==> src/rtl/core/rsn_akm_suite_parser_assert.svh <==
// assertion macros for the rsn akm suite parser
// no dependencies; taken in by the files that carry assertions
`ifndef RSN_AKM_SUITE_PARSER_ASSERT_SVH
`define RSN_AKM_SUITE_PARSER_ASSERT_SVH

// implication in the same cycle
`define RSNAKM_ASSERT_IMPL(name, clk, rst, ante, cons) \
   name: assert property (@(posedge clk) disable iff (rst) (ante) |-> (cons)) \
      else $error("rsnakm assertion failed");

// implication in the next cycle
`define RSNAKM_ASSERT_NEXT(name, clk, rst, ante, cons) \
   name: assert property (@(posedge clk) disable iff (rst) (ante) |=> (cons)) \
      else $error("rsnakm assertion failed");

`endif

==> src/rtl/core/rsnakm_pkg.sv <==
// types, constants and state layout of the rsn akm suite parser
// no dependencies; used by the parse step and the top level
`default_nettype none

package rsnakm_pkg;

   localparam int MaxElementBytes = 257;
   localparam int PosWidth        = $clog2(MaxElementBytes + 1);
   localparam int LeftWidth       = 18;

   localparam logic [PosWidth-1:0]  RsnHeaderLen = PosWidth'(2);
   localparam logic [PosWidth-1:0]  WpaHeaderLen = PosWidth'(6);
   localparam logic [PosWidth-1:0]  PosLimit     = PosWidth'(MaxElementBytes);
   localparam logic [LeftWidth-1:0] FixedLen     = LeftWidth'(6);
   localparam logic [LeftWidth-1:0] CountLen     = LeftWidth'(2);
   localparam logic [LeftWidth-1:0] CountHighLen = LeftWidth'(1);

   localparam logic KindRsn = 1'b0;
   localparam logic KindWpa = 1'b1;

   localparam logic [7:0] OuiByte0    = 8'h00;
   localparam logic [7:0] WpaOuiByte1 = 8'h50;
   localparam logic [7:0] WpaOuiByte2 = 8'hf2;
   localparam logic [7:0] RsnOuiByte1 = 8'h0f;
   localparam logic [7:0] RsnOuiByte2 = 8'hac;

   localparam logic [7:0] AkmType8021x = 8'h01;
   localparam logic [7:0] AkmTypePsk   = 8'h02;

   // oui match bits: bit 0 wpa oui, bit 1 rsn oui
   localparam logic [1:0] OuiBoth    = 2'b11;
   localparam logic [1:0] OuiKeepWpa = 2'b01;
   localparam logic [1:0] OuiKeepRsn = 2'b10;

   localparam int FlagIeee8021x = 0;
   localparam int FlagPsk       = 1;

   localparam logic [1:0] SuiteOui0 = 2'd0;
   localparam logic [1:0] SuiteOui1 = 2'd1;
   localparam logic [1:0] SuiteOui2 = 2'd2;

   typedef enum logic [1:0] {
      ClassNone      = 2'd0,
      ClassWep       = 2'd1,
      ClassPsk       = 2'd2,
      ClassIeee8021x = 2'd3
   } security_class_type;

   typedef enum logic [6:0] {
      PhHeader = 7'b0000001,
      PhFixed  = 7'b0000010,
      PhPcount = 7'b0000100,
      PhPlist  = 7'b0001000,
      PhAcount = 7'b0010000,
      PhAlist  = 7'b0100000,
      PhDone   = 7'b1000000
   } parse_phase_type;

   typedef struct packed {
      parse_phase_type      phase;
      logic [PosWidth-1:0]  byte_position;
      logic [LeftWidth-1:0] bytes_left;
      logic [7:0]           count_low;
      logic [1:0]           suite_index;
      logic [1:0]           oui_match;
      logic [1:0]           flags;
      logic                 list_complete;
   } parse_state_type;

   localparam parse_state_type StateReset = '{
      phase:         PhHeader,
      byte_position: '0,
      bytes_left:    '0,
      count_low:     '0,
      suite_index:   '0,
      oui_match:     OuiBoth,
      flags:         '0,
      list_complete: 1'b0
   };

   typedef struct packed {
      logic [7:0] data_byte;
      logic       first_byte;
      logic       last_byte;
      logic       element_kind;
      logic       privacy_bit;
   } req_beat_type;

   typedef struct packed {
      logic               akm_ieee8021x;
      logic               akm_psk;
      logic               parsed_ok;
      security_class_type security_class;
   } rsp_beat_type;

endpackage

`default_nettype wire

==> src/rtl/core/rsnakm_req_if.sv <==
// input channel of the rsn akm suite parser: one element byte per beat
// no dependencies
`default_nettype none

interface rsnakm_req_if;
   logic       valid;
   logic       ready;
   logic [7:0] data_byte;
   logic       first_byte;
   logic       last_byte;
   logic       element_kind;
   logic       privacy_bit;

   modport source (
      output valid, data_byte, first_byte, last_byte, element_kind, privacy_bit,
      input  ready
   );
   modport sink (
      input  valid, data_byte, first_byte, last_byte, element_kind, privacy_bit,
      output ready
   );
endinterface

`default_nettype wire

==> src/rtl/core/rsnakm_rsp_if.sv <==
// result channel of the rsn akm suite parser: one result per element
// no dependencies
`default_nettype none

interface rsnakm_rsp_if;
   logic       valid;
   logic       ready;
   logic       akm_ieee8021x;
   logic       akm_psk;
   logic       parsed_ok;
   logic [1:0] security_class;

   modport source (
      output valid, akm_ieee8021x, akm_psk, parsed_ok, security_class,
      input  ready
   );
   modport sink (
      input  valid, akm_ieee8021x, akm_psk, parsed_ok, security_class,
      output ready
   );
endinterface

`default_nettype wire

==> src/rtl/core/rsnakm_parse.sv <==
// per-byte state update and result of the rsn akm suite parser
// depends on rsnakm_pkg
`default_nettype none

module rsnakm_parse (
   input  rsnakm_pkg::parse_state_type state_cur,
   input  rsnakm_pkg::req_beat_type    beat,
   output rsnakm_pkg::parse_state_type state_nxt,
   output rsnakm_pkg::rsp_beat_type    result
);
   import rsnakm_pkg::*;

   parse_state_type      s;
   logic [PosWidth-1:0]  hdr_len;
   logic [PosWidth:0]    pos_inc;
   logic [LeftWidth-1:0] left_dec;
   logic [LeftWidth-1:0] count_word;
   logic [7:0]           b;
   logic                 x_flag;
   logic                 p_flag;

   always_comb begin
      s          = beat.first_byte ? StateReset : state_cur;
      b          = beat.data_byte;
      hdr_len    = (beat.element_kind == KindWpa) ? WpaHeaderLen : RsnHeaderLen;
      pos_inc    = {1'b0, s.byte_position} + (PosWidth + 1)'(1);
      left_dec   = s.bytes_left - LeftWidth'(1);
      count_word = {b, s.count_low, 2'b00};

      if (s.byte_position < PosLimit) begin
         case (s.phase)
            PhHeader: begin
               if (pos_inc >= {1'b0, hdr_len}) begin
                  s.phase      = PhFixed;
                  s.bytes_left = FixedLen;
               end
            end
            PhFixed: begin
               s.bytes_left = left_dec;
               if (left_dec == '0) begin
                  s.phase      = PhPcount;
                  s.bytes_left = CountLen;
               end
            end
            PhPcount, PhAcount: begin
               if (s.bytes_left == CountLen) begin
                  s.count_low  = b;
                  s.bytes_left = CountHighLen;
               end else begin
                  s.bytes_left = count_word;
                  if (s.phase == PhPcount) begin
                     if (count_word == '0) begin
                        s.phase      = PhAcount;
                        s.bytes_left = CountLen;
                     end else begin
                        s.phase = PhPlist;
                     end
                  end else begin
                     s.suite_index = '0;
                     s.oui_match   = OuiBoth;
                     if (count_word == '0) begin
                        s.list_complete = 1'b1;
                        s.phase         = PhDone;
                     end else begin
                        s.phase = PhAlist;
                     end
                  end
               end
            end
            PhPlist: begin
               s.bytes_left = left_dec;
               if (left_dec == '0) begin
                  s.phase      = PhAcount;
                  s.bytes_left = CountLen;
               end
            end
            PhAlist: begin
               case (s.suite_index)
                  SuiteOui0: begin
                     if (b != OuiByte0) s.oui_match = '0;
                  end
                  SuiteOui1: begin
                     if (b != WpaOuiByte1) s.oui_match = s.oui_match & OuiKeepRsn;
                     if (b != RsnOuiByte1) s.oui_match = s.oui_match & OuiKeepWpa;
                  end
                  SuiteOui2: begin
                     if (b != WpaOuiByte2) s.oui_match = s.oui_match & OuiKeepRsn;
                     if (b != RsnOuiByte2) s.oui_match = s.oui_match & OuiKeepWpa;
                  end
                  default: begin
                     // suite type byte
                     if (s.oui_match != '0) begin
                        if (b == AkmType8021x) begin
                           s.flags[FlagIeee8021x] = 1'b1;
                        end else if (b == AkmTypePsk) begin
                           s.flags[FlagPsk] = 1'b1;
                        end
                     end
                     s.oui_match = OuiBoth;
                  end
               endcase
               s.suite_index = s.suite_index + 2'd1;
               s.bytes_left  = left_dec;
               if (left_dec == '0) begin
                  s.list_complete = 1'b1;
                  s.phase         = PhDone;
               end
            end
            default: begin
            end
         endcase
         s.byte_position = pos_inc[PosWidth-1:0];
      end

      x_flag = s.list_complete & s.flags[FlagIeee8021x];
      p_flag = s.list_complete & s.flags[FlagPsk];

      result.akm_ieee8021x = x_flag;
      result.akm_psk       = p_flag;
      result.parsed_ok     = s.list_complete;
      if (x_flag) begin
         result.security_class = ClassIeee8021x;
      end else if (p_flag) begin
         result.security_class = ClassPsk;
      end else if (beat.privacy_bit) begin
         result.security_class = ClassWep;
      end else begin
         result.security_class = ClassNone;
      end

      state_nxt = beat.last_byte ? StateReset : s;
   end

endmodule

`default_nettype wire

==> src/rtl/core/rsn_akm_suite_parser.sv <==
// top level of the rsn akm suite parser: input register, parse step, result register
// depends on rsnakm_pkg, rsnakm_req_if, rsnakm_rsp_if, rsnakm_parse
//
// req_bus carries the bytes of one rsn or wpa information element, tag byte
// first, one byte per beat, with first_byte on the tag byte and last_byte on
// the final byte. element_kind selects the header length, privacy_bit is
// sampled on the final byte.
// rsp_bus carries one result beat per element, produced by its last byte:
// akm flags, parsed_ok and the security class. other bytes give no beat.
// throughput: one byte per cycle while rsp_bus does not stall, through the
// combinational parse step between the input register and the result register.
// a result is registered when its last byte advances out of the input register.
// reset clears both valid bits and returns the parser to the tag byte state.
// when rsp_bus stalls, the result register holds its beat, at most one more byte is
// taken into the input register, and req_bus.ready then drops until the
// result beat is taken.
`default_nettype none
`include "rsn_akm_suite_parser_assert.svh"

module rsn_akm_suite_parser (
   input  logic       clock,
   input  logic       reset,
   rsnakm_req_if.sink   req_bus,
   rsnakm_rsp_if.source rsp_bus
);
   import rsnakm_pkg::*;

   logic            in_valid_ff;
   logic            in_valid_in;
   req_beat_type    in_beat_ff;
   parse_state_type state_ff;
   parse_state_type state_in;
   rsp_beat_type    result;
   rsp_beat_type    out_beat_ff;
   logic            out_valid_ff;
   logic            out_valid_in;
   logic            out_free;
   logic            advance;
   logic            req_fire;

   rsnakm_parse u_parse (
      .state_cur (state_ff),
      .beat      (in_beat_ff),
      .state_nxt (state_in),
      .result    (result)
   );

   assign out_free      = !out_valid_ff || rsp_bus.ready;
   assign advance       = in_valid_ff && out_free;
   assign req_bus.ready = !in_valid_ff || out_free;
   assign req_fire      = req_bus.valid && req_bus.ready;

   always_comb begin
      if (req_fire) begin
         in_valid_in = 1'b1;
      end else if (advance) begin
         in_valid_in = 1'b0;
      end else begin
         in_valid_in = in_valid_ff;
      end

      if (advance) begin
         out_valid_in = in_beat_ff.last_byte;
      end else if (rsp_bus.ready) begin
         out_valid_in = 1'b0;
      end else begin
         out_valid_in = out_valid_ff;
      end
   end

   always_ff @(posedge clock) begin
      if (reset) begin
         in_valid_ff  <= 1'b0;
         out_valid_ff <= 1'b0;
         state_ff     <= StateReset;
      end else begin
         in_valid_ff  <= in_valid_in;
         out_valid_ff <= out_valid_in;
         if (advance) state_ff <= state_in;
      end
   end

   // payload registers
   always_ff @(posedge clock) begin
      if (req_fire) begin
         in_beat_ff <= '{
            data_byte:    req_bus.data_byte,
            first_byte:   req_bus.first_byte,
            last_byte:    req_bus.last_byte,
            element_kind: req_bus.element_kind,
            privacy_bit:  req_bus.privacy_bit
         };
      end
      if (advance && in_beat_ff.last_byte) out_beat_ff <= result;
   end

   assign rsp_bus.valid          = out_valid_ff;
   assign rsp_bus.akm_ieee8021x  = out_beat_ff.akm_ieee8021x;
   assign rsp_bus.akm_psk        = out_beat_ff.akm_psk;
   assign rsp_bus.parsed_ok      = out_beat_ff.parsed_ok;
   assign rsp_bus.security_class = out_beat_ff.security_class;

   `RSNAKM_ASSERT_NEXT(in_held_on_stall, clock, reset, in_valid_ff && !out_free, in_valid_ff)
   `RSNAKM_ASSERT_NEXT(last_gives_result, clock, reset, advance && in_beat_ff.last_byte, out_valid_ff)
   `RSNAKM_ASSERT_NEXT(last_clears_state, clock, reset, advance && in_beat_ff.last_byte, state_ff == StateReset)
   `RSNAKM_ASSERT_IMPL(position_bounded, clock, reset, 1'b1, state_ff.byte_position <= PosLimit)

endmodule

`default_nettype wire

==> src/flat_wrapper.sv <==
// flat-port wrapper written by rule: the top's interface ports become plain ports
module rsn_akm_suite_parser_flat import rsnakm_pkg::*;
  (clock, reset, req_bus_valid, req_bus_data_byte, req_bus_first_byte, req_bus_last_byte, req_bus_element_kind, req_bus_privacy_bit, req_bus_ready, rsp_bus_valid, rsp_bus_akm_ieee8021x, rsp_bus_akm_psk, rsp_bus_parsed_ok, rsp_bus_security_class, rsp_bus_ready);
  rsnakm_req_if req_bus_i ();
  rsnakm_rsp_if rsp_bus_i ();
  input  logic clock;
  input  logic reset;
  input wire logic [$bits(req_bus_i.valid)-1:0] req_bus_valid;
  input wire logic [$bits(req_bus_i.data_byte)-1:0] req_bus_data_byte;
  input wire logic [$bits(req_bus_i.first_byte)-1:0] req_bus_first_byte;
  input wire logic [$bits(req_bus_i.last_byte)-1:0] req_bus_last_byte;
  input wire logic [$bits(req_bus_i.element_kind)-1:0] req_bus_element_kind;
  input wire logic [$bits(req_bus_i.privacy_bit)-1:0] req_bus_privacy_bit;
  output wire logic [$bits(req_bus_i.ready)-1:0] req_bus_ready;
  output wire logic [$bits(rsp_bus_i.valid)-1:0] rsp_bus_valid;
  output wire logic [$bits(rsp_bus_i.akm_ieee8021x)-1:0] rsp_bus_akm_ieee8021x;
  output wire logic [$bits(rsp_bus_i.akm_psk)-1:0] rsp_bus_akm_psk;
  output wire logic [$bits(rsp_bus_i.parsed_ok)-1:0] rsp_bus_parsed_ok;
  output wire logic [$bits(rsp_bus_i.security_class)-1:0] rsp_bus_security_class;
  input wire logic [$bits(rsp_bus_i.ready)-1:0] rsp_bus_ready;
  assign req_bus_i.valid = req_bus_valid;
  assign req_bus_i.data_byte = req_bus_data_byte;
  assign req_bus_i.first_byte = req_bus_first_byte;
  assign req_bus_i.last_byte = req_bus_last_byte;
  assign req_bus_i.element_kind = req_bus_element_kind;
  assign req_bus_i.privacy_bit = req_bus_privacy_bit;
  assign req_bus_ready = req_bus_i.ready;
  assign rsp_bus_valid = rsp_bus_i.valid;
  assign rsp_bus_akm_ieee8021x = rsp_bus_i.akm_ieee8021x;
  assign rsp_bus_akm_psk = rsp_bus_i.akm_psk;
  assign rsp_bus_parsed_ok = rsp_bus_i.parsed_ok;
  assign rsp_bus_security_class = rsp_bus_i.security_class;
  assign rsp_bus_i.ready = rsp_bus_ready;
  rsn_akm_suite_parser u_core (.clock(clock), .reset(reset), .req_bus(req_bus_i), .rsp_bus(rsp_bus_i));
endmodule
==> config.mk <==
export PLATFORM = sky130hd
export DESIGN_NAME = rsn_akm_suite_parser_flat
export DESIGN_NICKNAME = d
export VERILOG_FILES = /design/src/rtl/core/rsnakm_pkg.sv /design/src/rtl/core/rsnakm_req_if.sv /design/src/rtl/core/rsnakm_rsp_if.sv /design/src/rtl/core/rsnakm_parse.sv /design/src/rtl/core/rsn_akm_suite_parser.sv /design/src/flat_wrapper.sv
export VERILOG_INCLUDE_DIRS = /design/src /design/src/rtl/core
export SDC_FILE = /design/constraint.sdc
export NUM_CORES = 1
export LEC_CHECK = 0
export ABC_AREA = 1
export ABC_CLOCK_PERIOD_IN_PS = 2800
export BUFFER_PORTS_ARGS = -buffer_cell sky130_fd_sc_hd__buf_4
export CELL_PAD_IN_SITES_DETAIL_PLACEMENT = 1
export CELL_PAD_IN_SITES_GLOBAL_PLACEMENT = 1
export CORE_UTILIZATION = 35
export CTS_CLUSTER_SIZE = 8
export DETAILED_ROUTE_END_ITERATION = 7
export GPL_TIMING_DRIVEN = 0
export PLACE_DENSITY = 0.69
export SLEW_MARGIN = 20
export SYNTH_ARGS = -nofsm -noshare
export SYNTH_HDL_FRONTEND = slang
export SYNTH_HIERARCHICAL = 1
export SYNTH_SLANG_ARGS = --single-unit
==> constraint.sdc <==
create_clock -name clock -period 2.8 [get_ports clock]
set_input_delay 0.42 -clock clock [delete_from_list [all_inputs] [get_ports clock]]
set_output_delay 0.42 -clock clock [all_outputs]
set_load 0.03 [all_outputs]
; ---- Yosys cells after proc, flatten, opt, wreduce, memory -nomap -nowiden
; Cells that the tools add are included.
; W data, S select, Z words.
[classes]
eq_ne = 15
n_bitwise = 2
reduce_logical = 18
n_addsub = 3
n_lt_le_gt_ge = 2
n_mux = 47
[op_table]
columns = op, count
row1 = $mux W49, 3
row2 = $mux W18, 5
row3 = $pmux W18 S4, 1
row4 = $mux W7, 7
row5 = $pmux W7 S5, 1
row6 = $eq A18 B2 Y1 const B, 1
row7 = $logic_not A18 Y1, 1
row8 = $sub A18 B1 Y18 const B, 1
row9 = $logic_not A16 Y1, 1
row10 = $mux W8, 2
row11 = $ne A8 B8 Y1 const B, 2
row12 = $mux W1, 15
row13 = $mux W2, 6
row14 = $add A9 B1 Y10 const B, 1
row15 = $ge A10 B3 Y1, 1
row16 = $lt A9 B9 Y1 const B, 1
row17 = $eq A8 B1 Y1 const B, 1
row18 = $eq A8 B2 Y1 const B, 1
row19 = $mux W4, 2
row20 = $ne A8 B4 Y1 const B, 1
row21 = $ne A8 B7 Y1 const B, 1
row22 = $pmux W4 S2, 1
row23 = $reduce_bool A8 Y1, 1
row24 = $eq A7 B1 Y1 const B, 1
row25 = other kinds (20), 29
[word_totals]
word_cells = 107
input_bits = 16
output_inout_bits = 7
reg_bits = 68

; ---- Longest topological paths before layout
[logic_depth]
ltp_word = 9
ltp_mapped = 24
ltp_nobuf = 22

; ---- Hierarchy
; Netlist, hierarchy kept.
[by_module_without_submodules]
columns = mod, cells_per_inst, area_each_um2, seq_area_each_um2, n_inst
row1 = rsn_akm_suite_parser, 348, 2866.5, 1531.5, 1
row2 = rsnakm_parse, 565, 2747.6, 0.0, 1

; ---- Least setup slack after synthesis
; OpenSTA, ideal clock, no wires.
[synth_path]
path_type = flip-flop to flip-flop
from = reg u_core/in_beat_ff[3] in the netlist's numbering
to = reg u_core/state_ff[32] in the netlist's numbering
setup_time_ns = 0.064
path_stages_with_launch = 24
synth_period_minus_slack_ns = 2.856
path_slack_ns = -0.056
required_time_ns = 2.736
path_buffers = 3
arrival_ns = 2.792
path_cell_list = edfxtp_1 > inv_2 > buf_6 > buf_8 > nand2_2 > inv_1 > ha_1 > xor2_1 > inv_1 > ha_1 > o21ai_0 > nand2_1 > nor2_1 > nand3_1 > nor2_1 > nand4_2 > nand2_2 > buf_6 > nand2_1 > a21oi_1 > inv_1 > nand3_1 > nand2_1 > nor2_1
[synth_rtl]
columns = item, line_no
row1 = start: declaration, rsn_akm_suite_parser.sv:30  ; req_beat_type in_beat_ff;
row2 = start signal: assignment, rsn_akm_suite_parser.sv:86  ; in_beat_ff <= '{
row3 = end signal: assignment, rsn_akm_suite_parser.sv:75  ; state_ff <= StateReset;
row4 = end signal: assignment, rsn_akm_suite_parser.sv:79  ; if (advance) state_ff <= state_in;
row5 = end: declaration, rsn_akm_suite_parser.sv:31  ; parse_state_type state_ff;

==> metrics.yaml <==
floorplan:
  initial_core_util_pct: 36.39
  die_h_um: 128.7
  fp.dieW_um: 128.7
  core_area_um2: 15430
  num_rows: 45
  num_io_pins: 23
  die_area_um2: 16550
drt:
  wl_per_cell_um: 18.09
  drt_first_pass_iters: 4
  via_per_inst: 5.158
  drc: 0
  ant_nets: 0
  wirelength_um: 21600
  drt_iter0_drc: 372
  vias: 6159
synthesis:
  synth_warnings: 6
  ys_seq_area_share_pct: 27.28
  synth_cell_types: 45
  yosys_register_bits: 68
  syn-mean-instance-area_um2: 6.149
  postSynthCellCount: 913
  synth_area_um2: 5614
  synth_fp_nets: 939
setup_path:
  cp_slowest_cell: "edfxtp_1"
  crit_top_cell: "nand2_1"
  r2r-start: "u_core/in_beat_ff[3]"
  crit_path_end: "u_core/state_ff[29]"
  cp.arrival_ps: 3430
  path_buf_inv: 8
  startpoint: "u_core/in_beat_ff[3]"
  rrSetupSlack_ps: -340
  worstPathRequired_ps: 3090
  reg2reg_depth: 24
  path_class: "flip-flop to flip-flop"
  worst-path-max-fanout: 5
  rr_endpoint: "u_core/state_ff[29]"
  cp_top_family: "simple AND/OR/NAND/NOR gates"
  critPathMaxStageDelay_ps: 420
  critPathLaunchType: "flip-flop"
  cp-end-kind: "flip-flop"
  path_depth: 24
  crit_chain: "buf_6 > inv_6 > buf_12 > buf_12 > nand2_8 > inv_4 > ha_4 > xor2_1 > inv_1 > ha_1 > o21ai_1 > nand2_1 > nor2_1 > nand3_1 > nor2_4 > nand4_4 > nand2_4 > buf_8 > nand2_1 > a21oi_1 > inv_1 > nand3_1 > nand2_1 > nor2_1"
clock_tree:
  cts_tree: "yes"
  numCtsBuffers: 9
  h-tree-depth: 3
  root_buffer: "clkbuf_16"
  cts_buffer_depth: 2
  cts_sinks: 68
  clkLatencyLatePin_ps: 350
  path_clk_slew_ps: 70
grt:
  grt_pass1_wl_um: 33110
  grt_util_all_layers_pct: 26.54
  grt_antenna_before_repair: 0
  grt_pass1_vias: 5997
  grt-ovfl-total: 0
  grt_start_max_net_pins: 15
timing:
  drv_slew: 0
  finalCritPeriodShare_pct: 112.2
  relSlewSlack_pct: 32.87
  rsz0062_at_grt: "yes"
  setup_violations: 35
  post-route-min-period_ps: 3141
  worst_pin_slew_ps: 1007
  clock_skew_ps: 9.881
  timing.final.hold_violations: 0
  setup_ws_ps: -341.1
  max_freq_mhz: 318.4
placed_design:
  dpl.hpwl_um: 15680
  gp_congestion: 0.8995
  place_ws_ps: -937.4
  port_buffers: 22
power:
  p_per_area_nw_per_um2: 467.1
  p_int_mw: 2.112
  pwr-share-clk_pct: 36.1
  p_leak_nw: 3.304
  power_switching_mw: 1.205
  peakVddDrop_mv: 0.2930
  swShare_pct: 36.32
  pwr-share-seq_pct: 33.8
  p_total_mw: 3.317
  combPwrFrac_pct: 30.0
layout:
  syn_to_final_growth_pct: 26.48
  fin_nets: 1004
  final_common_cell: "nand2_1"
  drive_gt1_share_pct: 26.25
  layout_common_cells: "188 x nand2_1, 129 x inv_1, 82 x nor2_1, 82 x nand3_1, 57 x a21oi_1"
  diodes: 0
  fillers: 2101
run_status:
  status: "complete, but fails checks"
  violations: "negative setup slack"
min_path:
  whs_path_depth: 2
  min_path_type: "input pin to flip-flop"
job:
  maxCapViolCount: 0
[power groups by stage]
stage | registers, mW | logic [mW] | clock network [mW]
2_1_floorplan | 1.13 | 0.551 | 0
3_5_place_dp | 1.14 | 0.769 | 0
5_1_grt | 1.13 | 1.08 | 1.26
4_1_cts | 1.12 | 0.883 | 1.23
3_3_place_gp | 1.14 | 0.756 | 0
6_report | 1.12 | 0.997 | 1.20
[flip-flops by register name (all words and copies together) (netlist names)]
register / count
u_core/rsp_bus.valid: 1
u_core/rsp_bus.parsed_ok: 1
u_core/rsp_bus.akm_psk: 1
u_core/rsp_bus.security_class: 2
u_core/in_beat_ff: 12
u_core/state_ff: 49
u_core/rsp_bus.akm_ieee8021x: 1
u_core/in_valid_ff: 1
[repair_timing]
action,in CTS,in global routing
cloned,1,1
setup endpoints to repair,47,49
setup buffers,14,16
pin swaps,15,33
hold buffers,0,0
resized for setup,48,85
endpoints found under the hold margin,0,0
[worst min-delay path by stage]
stage | startpoint | endpoint | slack [ps]
floorplan | u_core/state_ff[3] | u_core/state_ff[3] | 430
global placement | u_core/state_ff[4] | u_core/state_ff[4] | 440
detailed placement | u_core/state_ff[4] | u_core/state_ff[4] | 450
CTS | reset | u_core/in_valid_ff | 220
global route | reset | u_core/in_valid_ff | 230
finish | reset | u_core/in_valid_ff | 230
[synthesized netlist by cell type, drive strengths merged]
| library cell | number | area [µm²] |
|---|---|---|
| nand3b | 1 | 7.510 |
| a21oi | 89 | 516.8 |
| o211ai | 4 | 30.03 |
| and2 | 2 | 12.51 |
| o22ai | 1 | 6.260 |
| dfxtp | 51 | 1021 |
| nand3 | 93 | 470.5 |
| ha | 10 | 125.1 |
| edfxtp | 17 | 510.5 |
| a2bb2oi | 1 | 8.760 |
| buf | 34 | 265.3 |
| inv | 142 | 533.0 |
| nand2 | 236 | 948.4 |
| a31o | 1 | 8.760 |
| xor2 | 4 | 35.03 |
| or3 | 1 | 6.260 |
| nor3 | 9 | 45.04 |
| o41ai | 1 | 8.760 |
| and3 | 1 | 6.260 |
| a211oi | 1 | 7.510 |
| a31oi | 5 | 31.28 |
| o2111ai | 1 | 8.760 |
| o21ai | 67 | 354.1 |
| or2 | 3 | 18.77 |
| xnor2 | 1 | 8.760 |
| o32ai | 1 | 8.760 |
| o21bai | 2 | 15.01 |
| nor4 | 1 | 21.27 |
| nor2 | 108 | 435.4 |
| nand4 | 11 | 81.32 |
| clkbuf | 13 | 48.80 |
| a32oi | 1 | 8.760 |
[logic make-up after synthesis]
logic type	Yosys count	synth area share, %
AO/OA/AOI/OAI	175	18.05
flip-flops	68	27.28
adder cells (fa/ha/maj)	10	2.229
AND/OR/NAND/NOR	466	36.57
XOR/XNOR	5	0.7800
buffers and inverters	189	15.09
[layout make-up]
class / count / area [µm²] / area share (%)
well taps: 211 / 264.0 / 3.718
plain buffers: 47 / 362.8 / 5.110
multi-input cells: 657 / 3661 / 51.56
inverters: 142 / 540.5 / 7.612
clock buffers: 10 / 250.2 / 3.524
repair buffers: 53 / 436.7 / 6.150
flip-flops and latches: 68 / 1531 / 21.57
clock inverters: 6 / 53.80 / 0.7577
[stage by stage]
stage          TNS [ps]  instances  area (µm²)  hold slack (ps)  util (%)
3_5_place_dp     -22360       1146        6063            448.8     39.30
3_3_place_gp     -20220       1146        6063            442.4     39.30
6_report          -7083       1194        7101            228.9     46.03
5_1_grt          -16400       1194        7101            227.0     46.03
4_1_cts           -5328       1177        6679            224.2     43.29
2_1_floorplan    -13.93        913        5634            429.9         -
[per-layer routing]
| layer | vias up | routed length (µm) | global-route usage, % |
|---|---|---|---|
| met2 | 97 | 10280 | 44.93 |
| met1 | 2962 | 10230 | 34.95 |
| li1 | 3071 | - | - |
| met5 | - | 0 | 0 |
| met4 | 0 | 468 | 8.443 |
| met3 | 29 | 623 | 3.410 |
Note: power is estimated with default switching activity, not from simulation.
